[src/design/mbs_pkg.sv]
// Package for the minimum bracket search core: word type, fixed-point constants,
// controller and phase encodings, and the command/status structs between the modules.
// No dependencies.
`default_nettype none

package mbs_pkg;

   localparam int unsigned FIELD_W       = 32;
   localparam int unsigned WORD_BITS_DEF = 32;

   // Divider geometry: |num| * 2^15 over |den|, both magnitudes.
   localparam int unsigned DVD_W = 47;
   localparam int unsigned DVS_W = 32;

   typedef logic signed [FIELD_W-1:0] word_type;

   // Golden ratio and the parabolic step limit, both Q16.16.
   localparam word_type GOLD_Q   = 32'sd106039;
   localparam word_type GLIMIT_Q = 32'sd6553600;

   typedef enum logic [3:0] {
      PH_IDLE,
      PH_WAIT_FA,
      PH_WAIT_FB,
      PH_WAIT_FC,
      PH_WAIT_INNER,
      PH_WAIT_OUTER,
      PH_WAIT_SHIFT,
      PH_DONE
   } phase_type;

   typedef enum logic [4:0] {
      CS_IDLE,
      CS_DISPATCH,
      CS_FA1,
      CS_FB1,
      CS_GB0,
      CS_GB1,
      CS_GB2,
      CS_GB3,
      CS_GC0,
      CS_GC1,
      CS_GC2,
      CS_L0,
      CS_L1,
      CS_L2,
      CS_L3,
      CS_L4,
      CS_L5,
      CS_L6,
      CS_L7,
      CS_L8,
      CS_L9,
      CS_L10,
      CS_DIVW,
      CS_L11,
      CS_L12,
      CS_L13,
      CS_L14,
      CS_L15,
      CS_EMIT
   } ctl_state_type;

   typedef enum logic [2:0] {
      OP_NONE,
      OP_MOV,
      OP_ADD,
      OP_SUB,
      OP_MUL
   } alu_op_type;

   typedef enum logic [4:0] {
      RS_A,
      RS_B,
      RS_C,
      RS_FA,
      RS_FB,
      RS_FC,
      RS_U,
      RS_IN,
      RS_T1,
      RS_T2,
      RS_T3,
      RS_T4,
      RS_TR,
      RS_TQ,
      RS_TD,
      RS_TN,
      RS_TL,
      RS_QUO,
      RS_GOLD,
      RS_GLIM
   } reg_sel_type;

   typedef enum logic [2:0] {
      MV_NONE,
      MV_START,
      MV_SWAP,
      MV_SHIFT,
      MV_INNER_LO,
      MV_INNER_HI,
      MV_OUTER_LO
   } move_type;

   typedef struct packed {
      logic        capture;
      alu_op_type  alu_op;
      reg_sel_type src_x;
      reg_sel_type src_y;
      reg_sel_type dst;
      move_type    move;
      logic        div_start;
      logic        emit_req;
      logic        emit_bkt;
   } dp_cmd_type;

   typedef struct packed {
      logic action;
      logic fb_gt_fa;
      logic fb_gt_fc;
      logic in_lt_fc;
      logic in_gt_fb;
      logic u_inner;
      logic u_outer;
      logic u_lim;
      logic div_done;
   } dp_status_type;

   localparam dp_cmd_type DP_NOP = '{
      capture:   1'b0,
      alu_op:    OP_NONE,
      src_x:     RS_A,
      src_y:     RS_A,
      dst:       RS_A,
      move:      MV_NONE,
      div_start: 1'b0,
      emit_req:  1'b0,
      emit_bkt:  1'b0
   };

endpackage

`default_nettype wire

[src/design/mbs_ctrl.sv]
// Controller: search phase register and the micro-step sequencer that drives the datapath.
// Depends on mbs_pkg for the state, phase and command types.
`default_nettype none

module mbs_ctrl import mbs_pkg::*; (
   input  wire logic          clock,
   input  wire logic          reset,
   input  wire logic          req_valid,
   output logic               req_ready,
   output logic               rsp_valid,
   input  wire logic          rsp_ready,
   input  wire dp_status_type status,
   output dp_cmd_type         cmd
);

   ctl_state_type state_ff, state_in;
   phase_type     phase_ff, phase_in;
   logic          emit_bkt_ff, emit_bkt_in;
   logic          rsp_valid_ff, rsp_valid_in;
   logic          slot_free;

   function automatic dp_cmd_type alu(input alu_op_type op, input reg_sel_type x,
                                      input reg_sel_type y, input reg_sel_type d);
      dp_cmd_type c;
      c        = DP_NOP;
      c.alu_op = op;
      c.src_x  = x;
      c.src_y  = y;
      c.dst    = d;
      return c;
   endfunction

   always_comb begin
      state_in    = state_ff;
      phase_in    = phase_ff;
      emit_bkt_in = emit_bkt_ff;
      cmd         = DP_NOP;
      slot_free   = !rsp_valid_ff || rsp_ready;
      case (state_ff)
         CS_IDLE: begin
            cmd.capture = req_valid;
            if (req_valid) state_in = CS_DISPATCH;
         end
         CS_DISPATCH: begin
            if (!status.action) begin
               cmd.move    = MV_START;
               phase_in    = PH_WAIT_FA;
               emit_bkt_in = 1'b0;
               state_in    = CS_EMIT;
            end else begin
               case (phase_ff)
                  PH_WAIT_FA: begin
                     cmd      = alu(OP_MOV, RS_IN, RS_IN, RS_FA);
                     state_in = CS_FA1;
                  end
                  PH_WAIT_FB: begin
                     cmd      = alu(OP_MOV, RS_IN, RS_IN, RS_FB);
                     state_in = CS_FB1;
                  end
                  PH_WAIT_FC: begin
                     cmd      = alu(OP_MOV, RS_IN, RS_IN, RS_FC);
                     state_in = CS_L0;
                  end
                  PH_WAIT_INNER: begin
                     if (status.in_lt_fc || status.in_gt_fb) begin
                        cmd.move    = status.in_lt_fc ? MV_INNER_LO : MV_INNER_HI;
                        phase_in    = PH_DONE;
                        emit_bkt_in = 1'b1;
                        state_in    = CS_EMIT;
                     end else begin
                        state_in = CS_GC0;
                     end
                  end
                  PH_WAIT_OUTER: begin
                     if (status.in_lt_fc) begin
                        cmd.move = MV_OUTER_LO;
                        state_in = CS_GC0;
                     end else begin
                        cmd.move = MV_SHIFT;
                        state_in = CS_L0;
                     end
                  end
                  PH_WAIT_SHIFT: begin
                     cmd.move = MV_SHIFT;
                     state_in = CS_L0;
                  end
                  default: begin
                     emit_bkt_in = 1'b1;
                     state_in    = CS_EMIT;
                  end
               endcase
            end
         end
         CS_FA1: begin
            cmd         = alu(OP_MOV, RS_B, RS_B, RS_U);
            phase_in    = PH_WAIT_FB;
            emit_bkt_in = 1'b0;
            state_in    = CS_EMIT;
         end
         CS_FB1: begin
            if (status.fb_gt_fa) cmd.move = MV_SWAP;
            state_in = CS_GB0;
         end
         CS_GB0: begin cmd = alu(OP_SUB, RS_B, RS_A, RS_T1);    state_in = CS_GB1; end
         CS_GB1: begin cmd = alu(OP_MUL, RS_GOLD, RS_T1, RS_T2); state_in = CS_GB2; end
         CS_GB2: begin cmd = alu(OP_ADD, RS_B, RS_T2, RS_C);    state_in = CS_GB3; end
         CS_GB3: begin
            cmd         = alu(OP_MOV, RS_C, RS_C, RS_U);
            phase_in    = PH_WAIT_FC;
            emit_bkt_in = 1'b0;
            state_in    = CS_EMIT;
         end
         CS_GC0: begin cmd = alu(OP_SUB, RS_C, RS_B, RS_T1);    state_in = CS_GC1; end
         CS_GC1: begin cmd = alu(OP_MUL, RS_GOLD, RS_T1, RS_T2); state_in = CS_GC2; end
         CS_GC2: begin
            cmd         = alu(OP_ADD, RS_C, RS_T2, RS_U);
            phase_in    = PH_WAIT_SHIFT;
            emit_bkt_in = 1'b0;
            state_in    = CS_EMIT;
         end
         CS_L0: begin
            if (!status.fb_gt_fc) begin
               phase_in    = PH_DONE;
               emit_bkt_in = 1'b1;
               state_in    = CS_EMIT;
            end else begin
               cmd      = alu(OP_SUB, RS_B, RS_A, RS_T1);
               state_in = CS_L1;
            end
         end
         CS_L1:  begin cmd = alu(OP_SUB, RS_B, RS_C, RS_T3);   state_in = CS_L2; end
         CS_L2:  begin cmd = alu(OP_SUB, RS_FB, RS_FC, RS_T2); state_in = CS_L3; end
         CS_L3:  begin cmd = alu(OP_MUL, RS_T1, RS_T2, RS_TR); state_in = CS_L4; end
         CS_L4:  begin cmd = alu(OP_SUB, RS_FB, RS_FA, RS_T2); state_in = CS_L5; end
         CS_L5:  begin cmd = alu(OP_MUL, RS_T3, RS_T2, RS_TQ); state_in = CS_L6; end
         CS_L6:  begin cmd = alu(OP_SUB, RS_TQ, RS_TR, RS_TD); state_in = CS_L7; end
         CS_L7:  begin cmd = alu(OP_MUL, RS_T3, RS_TQ, RS_T2); state_in = CS_L8; end
         CS_L8:  begin cmd = alu(OP_MUL, RS_T1, RS_TR, RS_T4); state_in = CS_L9; end
         CS_L9:  begin cmd = alu(OP_SUB, RS_T2, RS_T4, RS_TN); state_in = CS_L10; end
         CS_L10: begin cmd.div_start = 1'b1;                   state_in = CS_DIVW; end
         CS_DIVW: begin
            if (status.div_done) state_in = CS_L11;
         end
         CS_L11: begin cmd = alu(OP_SUB, RS_B, RS_QUO, RS_U);    state_in = CS_L12; end
         CS_L12: begin cmd = alu(OP_SUB, RS_C, RS_B, RS_T4);     state_in = CS_L13; end
         CS_L13: begin cmd = alu(OP_MUL, RS_GLIM, RS_T4, RS_T4); state_in = CS_L14; end
         CS_L14: begin cmd = alu(OP_ADD, RS_B, RS_T4, RS_TL);    state_in = CS_L15; end
         CS_L15: begin
            emit_bkt_in = 1'b0;
            if (status.u_inner) begin
               phase_in = PH_WAIT_INNER;
               state_in = CS_EMIT;
            end else if (status.u_outer) begin
               phase_in = PH_WAIT_OUTER;
               state_in = CS_EMIT;
            end else if (status.u_lim) begin
               cmd      = alu(OP_MOV, RS_TL, RS_TL, RS_U);
               phase_in = PH_WAIT_SHIFT;
               state_in = CS_EMIT;
            end else begin
               state_in = CS_GC0;
            end
         end
         CS_EMIT: begin
            if (slot_free) begin
               cmd.emit_req = !emit_bkt_ff;
               cmd.emit_bkt = emit_bkt_ff;
               state_in     = CS_IDLE;
            end
         end
         default: state_in = CS_IDLE;
      endcase

      if (cmd.emit_req || cmd.emit_bkt) rsp_valid_in = 1'b1;
      else if (rsp_ready)               rsp_valid_in = 1'b0;
      else                              rsp_valid_in = rsp_valid_ff;
   end

   always_ff @(posedge clock) begin
      if (reset) begin
         state_ff     <= CS_IDLE;
         phase_ff     <= PH_IDLE;
         emit_bkt_ff  <= 1'b0;
         rsp_valid_ff <= 1'b0;
      end else begin
         state_ff     <= state_in;
         phase_ff     <= phase_in;
         emit_bkt_ff  <= emit_bkt_in;
         rsp_valid_ff <= rsp_valid_in;
      end
   end

   assign req_ready = (state_ff == CS_IDLE);
   assign rsp_valid = rsp_valid_ff;

endmodule

`default_nettype wire

[config.mk]
export PLATFORM = sky130hd
export DESIGN_NAME = mbs_ctrl
export DESIGN_NICKNAME = d
export VERILOG_FILES = /design/src/design/mbs_pkg.sv /design/src/design/mbs_ctrl.sv
export SDC_FILE = /design/constraint.sdc
export NUM_CORES = 1
export LEC_CHECK = 0
export ABC_CLOCK_PERIOD_IN_PS = 2200
export BUFFER_PORTS_ARGS = -buffer_cell sky130_fd_sc_hd__buf_2
export CAP_MARGIN = 20
export CORE_ASPECT_RATIO = 0.8
export CORE_MARGIN = 2
export CORE_UTILIZATION = 35
export CTS_CLUSTER_DIAMETER = 120
export CTS_CLUSTER_SIZE = 14
export DETAILED_ROUTE_END_ITERATION = 6
export PLACE_DENSITY_LB_ADDON = 0.3
export SYNTH_ARGS = -nofsm -noshare
export SYNTH_HDL_FRONTEND = slang
export SYNTH_SLANG_ARGS = --single-unit
[constraint.sdc]
create_clock -name clock -period 2.2 [get_ports clock]
set_clock_uncertainty 0.1 [all_clocks]
set_input_delay 0.44 -clock clock [delete_from_list [all_inputs] [get_ports clock]]
set_output_delay 0.44 -clock clock [all_outputs]
set_load 0.01 [all_outputs]
==> out/results.env, run 1 <==
SYNTH.FF_LATCH_COUNT=10
TIMING.FINAL.MAX_SLEW_VIOLATIONS=0
CTS_MAX_LEVEL=1
CLK_PIN_SLEW_WORST_SETUP_HOLD_PATHS_NS=0.05
YS_DOMINANT_REG_CELL='sky130_fd_sc_hd__dfxtp_1'
SYNTH_EDF_COUNT=0
SETUP_VIOLATING_ENDPOINT_COUNT_IN_THE_FINAL_REPORT=2
SYNTH_TOP_CELL_BY_AREA='sky130_fd_sc_hd__dfxtp_1'
PATH_CELLS='buf_12 > clkinvlp_4 > and3_4 > a311oi_2 > a21oi_1 > or2_1 > buf_2'
FINALCRITPERIODSHARE_PCT=100.7
GROUTE.USAGE.OVERALL_PCT=23.54
CLOCK_PATH_BUFFERS=2
NETLIST_TOP_CELLS_AREA='sky130_fd_sc_hd__dfxtp_1 (12%), sky130_fd_sc_hd__a21oi_1 (8.5%), sky130_fd_sc_hd__nor2_1 (7.5%)'
TRITONCTS.NUM_BUFFERS=3
SYN_NETS=284
NETLIST-CELL-TYPE-COUNT=52
CAP_VIOL_MAX_COUNT=0
ANTENNA_FOUND_INITIAL=0
NUMBER_OF_GLOBAL_ROUTE_VIAS_BEFORE_REPAIR=1886
DETAILROUTE.VIA_COUNT=2350
ARRIVAL_NS=1.68
SYN_INST=271
PORT_BUFFERS=39
FINAL_UTIL_PCT=52.77
ANTENNA-DIODE-COUNT=0
AREA.GROWTH.SYNTH_TO_FINAL_PCT=45.43
CTS_SINKS=10
RSZ0062_AT_GRT='true'
START_UTIL_PCT=36.28
GPL.FINAL_WEIGHTED_CONGESTION=0.9502
DRT_DRC_VIOLATIONS_LEFT=0
HOLD-PATH-CELL-COUNT=2
DIE-AREA_UM2=5307
SEQ_AREA_FRAC_SYNTH_PCT=12.08
CTS_ROOT_BUFFER='sky130_fd_sc_hd__clkbuf_8'
CP_TOP_FAMILY='simple AND/OR/NAND/NOR gates'
LARGEST_NET_DEGREE_AT_THE_START_OF_GLOBAL_ROUTING=24
STATIC-LEAKAGE-POWER_nW=1.020
SYNTH.AVG_CELL_AREA_UM2=6.117
VIOLATIONS='setup timing'
WORSTPATHMAXFANOUT=7
WORST_IR_DROP_VDD_uV=774.3
TRITONCTS='done'
TIMING_WORST_SLEW_PIN_VALUE_NS=0.4928
CLK-INSERTION-DELAY-LATE_NS=0.24
ANTENNA_LEFT=0
SYNTH.CELL_AREA_UM2=1658
FIN_WORST_HOLD_SLACK_NS=0.3878
FINALNETCOUNT=347
GRT-OVFL-TOTAL=0
YS_TOP_CELLS_BY_COUNT='sky130_fd_sc_hd__nor2_1 (33), sky130_fd_sc_hd__nand2_1 (31), sky130_fd_sc_hd__a21oi_1 (28), sky130_fd_sc_hd__o21ai_1 (14)'
SETUP_WS_NS=-0.01649
BOUNDARYPINS=40
WORST_EP_REQUIRED_TIME_NS=1.66
CRITPATHSLOWESTCELL='sky130_fd_sc_hd__dfxtp_4'
FINAL.FILL_COUNT=454
WORSTSETUPSTARTPOINTTYPE='flop'
P_PER_AREA_nW_PER_UM2=1570
POST-SYNTH-TOP-COUNT-CELL='sky130_fd_sc_hd__nor2_1'
FLOORPLAN.ROWS=22
CRITPATHBUFINV=3
OUTCOME='finished with violations'
TIMING.CRITICAL_PATH.TO_TYPE='output pin'
DRT_ITER0_MARKERS=289
POSTSYNTH.ASYNCRESETSHARE_PCT=0
HOLD_PATH.CLASS='reg2reg'
SLOWEST_DELAY_NS=0.36
TIMING.FINAL.CRIT_PERIOD_NS=2.216
SYNTH_TOP_CELL_AREA_SHARE_PCT=12.08
DP_HPWL_UM=4892
WIRE_LENGTH_PER_CELL_UM=17.11
CORE_AREA_UM2=4569
FINALWIRELENGTH_UM=6726
FINAL_LAYOUT_SIZE_SUFFIX_GT1_SHARE_PCT=38.14
SETUP_TNS_NS=-0.02965
DIE-HEIGHT_UM=65.56
PATH_DEPTH=7
DETAILEDROUTE.FIRSTPASSITERATIONCOUNT=5
YOSYSWARNINGS=0
VIA_PER_INST=5.980
RELSLEWSLACK_PCT=66.89
GRT_PASS1_WL_UM=9777
CRIT_TYPE='reg2out'
MAXCLOCKFREQUENCY_MHz=451.2
FINAL_HOLD_VIOL_COUNT=0
R2R_CELLS=7
DIE_WIDTH_UM=80.95
layout by cell type (no fill, tap or decap), types with 3 or more instances in the layout:
cell type / synthesis / routed
sky130_fd_sc_hd__a21oi_1: 28 / 27
sky130_fd_sc_hd__buf_4: 0 / 34
sky130_fd_sc_hd__a211o_1: 3 / 3
sky130_fd_sc_hd__clkbuf_8: 0 / 4
sky130_fd_sc_hd__nor2_1: 33 / 29
sky130_fd_sc_hd__o211ai_1: 4 / 4
sky130_fd_sc_hd__nand2_1: 31 / 28
sky130_fd_sc_hd__nand3b_1: 4 / 4
sky130_fd_sc_hd__o21ai_0: 11 / 11
sky130_fd_sc_hd__buf_6: 1 / 8
sky130_fd_sc_hd__nand2b_1: 7 / 6
sky130_fd_sc_hd__nand3_1: 6 / 5
sky130_fd_sc_hd__inv_1: 5 / 4
sky130_fd_sc_hd__a31oi_1: 7 / 7
sky130_fd_sc_hd__o21ai_1: 14 / 12
sky130_fd_sc_hd__nor2_2: 0 / 3
sky130_fd_sc_hd__buf_2: 9 / 39
sky130_fd_sc_hd__dfxtp_1: 10 / 5
sky130_fd_sc_hd__nor3b_1: 4 / 4
sky130_fd_sc_hd__nand2_2: 0 / 3
sky130_fd_sc_hd__a211oi_1: 5 / 5
sky130_fd_sc_hd__o22ai_1: 8 / 8
sky130_fd_sc_hd__nor3_1: 11 / 10
sky130_fd_sc_hd__xor2_1: 3 / 3
sky130_fd_sc_hd__nor2b_1: 7 / 3
sky130_fd_sc_hd__nor2b_2: 0 / 3
sky130_fd_sc_hd__dfxtp_4: 0 / 5
where the power goes:
group,internal (mW),switching (mW),leakage (nW)
sequential,0.271,0.106,0.0853
clock,0.158,0.0783,0.0288
combinational,1.41,1.76,0.906
total,1.84,1.94,1.02
path summary, 6_finish.rpt:
check,from,to,slack [ns]
worst max register to register,state_ff[2]$_SDFFE_PP0P_,phase_ff[2]$_SDFFE_PP0P_,0.05
worst min-delay path,emit_bkt_ff$_SDFFE_PP0P_,emit_bkt_ff$_SDFFE_PP0P_,0.39
worst max-delay path,state_ff[0]$_SDFFE_PP0P_,cmd[16],-0.02
worst min register to register,emit_bkt_ff$_SDFFE_PP0P_,emit_bkt_ff$_SDFFE_PP0P_,0.39
state kept, by name (all words and copies together), names as in the netlist:
name         count
state_ff         5
phase_ff         3
emit_bkt_ff      1
rsp_valid        1
layout make-up:
cell class / instances / area, um2 / area share (%)
inverter: 8 / 36.28 / 1.505
multi-input combinational: 227 / 1420 / 58.90
sequential: 10 / 219.0 / 9.081
clock buffer: 4 / 55.05 / 2.283
tap: 60 / 75.07 / 3.114
timing repair buffer: 84 / 605.6 / 25.12
tightest hold or removal path, stage by stage, from the launching register on:
cell                      delay, ns
sky130_fd_sc_hd__dfxtp_1       0.33
sky130_fd_sc_hd__nand2_1       0.06
sky130_fd_sc_hd__a21oi_1       0.06
kinds of logic (layout without fill, tap and decap cells):
| logic type | count (synthesis) | count (layout) | synth area share, % |
|---|---|---|---|
| AOI/OAI and AO/OA | 103 | 103 | 40.30 |
| xor gates and xnor gates | 3 | 3 | 1.585 |
| and+or+nand+nor | 118 | 118 | 35.32 |
| buffers and inverters | 34 | 96 | 8.830 |
| muxes | 3 | 3 | 1.887 |
| DFF | 10 | 10 | 12.08 |
per-layer routing:
layer,vias to the layer above,GRT usage [%],wire length [um]
met5,-,0,0
met4,0,2.119,62
met3,9,4.533,767
met2,142,32.23,2829
met1,1082,38.21,3067
li1,1117,-,-
per-stage QoR:
stage | total power, mW | worst slack, ns | area, um2 | cells
floorplan | 2.081 | 0.06012 | 1658 | 271
global placement | 3.023 | 0.02836 | 2087 | 379
detailed placement | 3.012 | 0.02003 | 2087 | 379
CTS | 3.347 | -0.01996 | 2208 | 385
global route | 4.025 | -0.06728 | 2411 | 393
finish | 3.786 | -0.01649 | 2411 | 393
timing repair:
item	4_1_cts	5_1_grt
setup buffers	2	7
pin swaps	3	8
hold buffers	0	0
hold endpoints to repair	0	0
resized for setup	15	36
gates cloned	0	1
setup endpoints to repair	20	16
No activity file was read; power rests on OpenSTA's default activity.
==> run 2, diff against run 1 <==
--- a/config.mk
+++ b/config.mk
@@ -7,10 +7,12 @@
 export LEC_CHECK = 0
 export ABC_CLOCK_PERIOD_IN_PS = 2200
 export BUFFER_PORTS_ARGS = -buffer_cell sky130_fd_sc_hd__buf_2
-export CAP_MARGIN = 20
+export CAP_MARGIN = 30
+export CELL_PAD_IN_SITES_DETAIL_PLACEMENT = 0
+export CELL_PAD_IN_SITES_GLOBAL_PLACEMENT = 2
 export CORE_ASPECT_RATIO = 0.8
 export CORE_MARGIN = 2
-export CORE_UTILIZATION = 35
+export CORE_UTILIZATION = 28
 export CTS_CLUSTER_DIAMETER = 120
 export CTS_CLUSTER_SIZE = 14
 export DETAILED_ROUTE_END_ITERATION = 6
==> run 2 against run 1 <==
Effect of this change: the flow still finishes with violations (setup timing); sequential share of layout area is 0.59 points lower; maximum frequency is 1.1% lower; total power up 2.3%; clock-buffer cell count is 1 lower; setup slack got worse by 0.026 ns; sequential power up 2%; register-to-register slack improved by 0.03 ns; routed wire length up 11%; largest power group unchanged; highest routed layer unchanged.
==> out/results.env, run 2 (same netlist as run 1, synthesis figures left out) <==
OUTCOME='finished with violations'
FINAL_CELL_MIX='sky130_fd_sc_hd__buf_2 (39), sky130_fd_sc_hd__nand2_1 (30), sky130_fd_sc_hd__buf_4 (30)'
DETAILEDROUTE.FIRSTPASSITERATIONCOUNT=5  # unchanged
LARGEST_REGISTER='state_ff'
FINALWIRELENGTH_UM=7462  # +11%
CELL_INTERNAL_PWR_mW=1.861  # +0.96%
BUSIEST_LAYER='met2'
LARGEST_REGISTER_FFS=5  # unchanged
GROUTE.USAGE.OVERALL_PCT=21.09  # -2.4 points
DRT_DRC_VIOLATIONS_LEFT=0  # unchanged
REG2REG_SLACK_NS=0.08  # +0.03 ns
TIMING.FINAL.MAX_SLEW_VIOLATIONS=0  # unchanged
SETUP_WS_NS=-0.04219  # -0.02570 ns
DETAILROUTE.VIA_COUNT=2420  # +3.0%
USE_MET1_PCT=30.48  # -7.7 points
WORSTSETUPSTARTPOINTTYPE='flop'
MET3_USAGE_PCT=4.752  # +0.22 points
SEQ_POWER_SHARE_PCT=9.9  # about the same
PATH_CELLS='buf_4 > nor2_1 > o21ai_1 > a21oi_1 > o22ai_1 > buf_2'
SLOWEST_DELAY_NS=0.38  # +0.02 ns
FINALCRITPERIODSHARE_PCT=101.9  # +1.2 points
WORST_EP_REQUIRED_TIME_NS=1.66  # about the same
START_UTIL_PCT=28.49  # -7.8 points
MAXCLOCKFREQUENCY_MHz=446.0  # -1.1%
REGTOREGENDPOINT='phase_ff[0]$_SDFFE_PP0P_'
DIE-HEIGHT_UM=72.83  # +11%
GRT_UTIL_MET2_PCT=33.50  # +1.3 points
TIMING.CRITICAL_PATH.TO_TYPE='output pin'
FINAL_UTIL_PCT=43.55  # -9.2 points
GRT_PASS1_WL_UM=11110  # +14%
LAYOUT.CELLS.NON_FILLER=413  # +5.1%
ANTENNA-DIODE-COUNT=0  # unchanged
FINAL_DESIGN_AREA_NO_FILL_UM2=2534  # +5.1%
CLK-INSERTION-DELAY-LATE_NS=0.24  # about the same
DPL-INSTANCE-AREA_UM2=2081  # -0.30%
R2R_CELLS=6  # -1
HOLD_PATH.CLASS='reg2reg'
STATIC-LEAKAGE-POWER_nW=1.044  # +2.4%
AREA.GROWTH.SYNTH_TO_FINAL_PCT=52.83
HOLD-PATH-CELL-COUNT=2  # unchanged
WIRE_LENGTH_PER_CELL_UM=18.07  # +5.6%
DP_HPWL_UM=5103  # +4.3%
CLOCK_PATH_BUFFERS=2  # unchanged
VIOLATIONS='setup timing'
PLACED_CELLS_INCL_TAPS=394  # +4.0%
TIMING_WORST_SLEW_PIN_VALUE_NS=0.4485  # -0.04428 ns
CP_TOP_FAMILY='compound AO/OA/AOI/OAI gates'
DIE_WIDTH_UM=90.03  # +11%
WORST_IR_DROP_VDD_uV=540.7  # -30%
TRITONCTS.NUM_BUFFERS=3  # unchanged
FIN_WORST_HOLD_SLACK_NS=0.3824  # -0.005403 ns
TOP_FLOP_REGS='state_ff x5, phase_ff x3'
FLOORPLAN.ROWS=25  # +14%
WORST_HOLD_PATH_EP='emit_bkt_ff$_SDFFE_PP0P_'
NUMBER_OF_GLOBAL_ROUTE_VIAS_BEFORE_REPAIR=2069  # +9.7%
CRIT_TYPE='reg2out'
CRITPATHSLOWESTCELL='sky130_fd_sc_hd__dfxtp_4'
DESIGN_POWER_TOTAL_mW=3.873  # +2.3%
PORT_BUFFERS=39  # unchanged
VIA_PER_INST=5.860  # -2.0%
TIMING.FINAL.CRIT_PERIOD_NS=2.242  # +0.02570 ns
DRT_ITER0_MARKERS=245  # -15%
SETUP_VIOLATING_ENDPOINT_COUNT_IN_THE_FINAL_REPORT=3  # +1
WORSTPATHMAXFANOUT=11  # +4
LARGEST_NET_DEGREE_AT_THE_START_OF_GLOBAL_ROUTING=40  # +67%
FINAL_HOLD_VIOL_COUNT=0  # unchanged
SWITCHING_PART_OF_THE_TOTAL_POWER_PCT=51.96  # +0.63 points
CORE_AREA_UM2=5818  # +27%
DIE-AREA_UM2=6556  # +24%
ARRIVAL_NS=1.70  # +0.02 ns
ANTENNA_FOUND_INITIAL=0  # unchanged
ANTENNA_LEFT=0  # unchanged
CAP_VIOL_MAX_COUNT=0  # unchanged
GPL.FINAL_WEIGHTED_CONGESTION=0.9920  # +4.4%
SWITCHING_POWER_mW=2.013  # +3.6%
GRT-OVFL-TOTAL=0  # unchanged
COMBPWRFRAC_PCT=85.0  # +1.2 points
TRITONCTS='done'
POWER.SHARE.CLOCK_PCT=5.1  # -1.1 points
FINALNETCOUNT=347  # unchanged
CTS_SINKS=10  # unchanged
WORST_HOLD_STARTPOINT='emit_bkt_ff$_SDFFE_PP0P_'
P_PER_AREA_nW_PER_UM2=1529  # -2.7%
RSZ0062_AT_GRT='true'
PATH_DEPTH=6  # -1
CLK_PIN_SLEW_WORST_SETUP_HOLD_PATHS_NS=0.05  # about the same
BOUNDARYPINS=40  # unchanged
CRITPATHBUFINV=2  # -1
CTS_MAX_LEVEL=1  # unchanged
DETAILEDPLACE.WORSTSLACK_NS=0.05717  # +0.03715 ns
LAYOUT_COMMONEST_CELL='sky130_fd_sc_hd__buf_2'
FINAL_LAYOUT_SIZE_SUFFIX_GT1_SHARE_PCT=39.16  # +1.0 points
R2R_START='state_ff[1]$_SDFFE_PP0P_'
CTS_ROOT_BUFFER='sky130_fd_sc_hd__clkbuf_8'
RELSLEWSLACK_PCT=69.87  # +3.0 points
SETUP_TNS_NS=-0.08774  # -0.05809 ns
## run 2: cell types whose count changed in the layout (fill, tap and decap cells not counted), moves of 2 or more
| cell | delta |
|---|---|
| sky130_fd_sc_hd__buf_4 | -4 |
| sky130_fd_sc_hd__nor3_1 | -3 |
| sky130_fd_sc_hd__inv_2 | +2 |
| sky130_fd_sc_hd__nand2_1 | +2 |
| sky130_fd_sc_hd__nand2_2 | -2 |
| sky130_fd_sc_hd__nor3_2 | +2 |
| sky130_fd_sc_hd__nor3b_1 | -2 |
## run 2: what timing repair did
item / CTS / global route
hold buffers: 0 / 0
setup buffers: 6 / 6
pin swaps: 8 / 8
resized for setup: 23 / 30
endpoints found under the setup margin: 20 / 21
gates cloned: 2 / 2
endpoints found under the hold margin: 0 / 0
## run 2: cell type report
class                   count  area [um2]
well taps                  81       101.3
inverters                   8       30.03
fillers                   625        3284
clock buffers               3       41.29
multi-input cells         227        1461
repair buffers             84       684.4
flip-flops and latches     10       215.2
## run 2: how the worst max path moves through the flow
stage / start / endpoint / slack, ns
2_1_floorplan: state_ff[4]$_SDFFE_PP0P_ / cmd[12] / 0.06
3_3_place_gp: status[6] / cmd[21] / 0.08
3_5_place_dp: state_ff[2]$_SDFFE_PP0P_ / cmd[16] / 0.06
4_1_cts: state_ff[1]$_SDFFE_PP0P_ / cmd[4] / -0.03
5_1_grt: state_ff[1]$_SDFFE_PP0P_ / cmd[16] / -0.10
6_report: state_ff[2]$_SDFFE_PP0P_ / cmd[7] / -0.04
## run 2: power groups by stage
stage	sequential (mW)	combinational, mW	clock (mW)
2_1_floorplan	0.291	1.79	0
3_3_place_gp	0.334	2.74	0
3_5_place_dp	0.337	2.70	0
4_1_cts	0.353	2.92	0.200
5_1_grt	0.398	3.56	0.216
6_report	0.385	3.29	0.197
## run 2: routing by layer
metal / up-vias / share of wire (%) / routed length (um)
met2: 133 / 44 / 3278
met3: 11 / 8.1 / 607
li1: 1128 / - / -
met5: - / 0 / 0
met1: 1148 / 47 / 3494
met4: 0 / 1.1 / 82
## run 2: worst min-delay path: cells and delay by family (launching register included)
| family | cells | cell delay [ns] |
|---|---|---|
| compound gates | 1 | 0.05 |
| flops | 1 | 0.32 |
| simple gates | 1 | 0.06 |
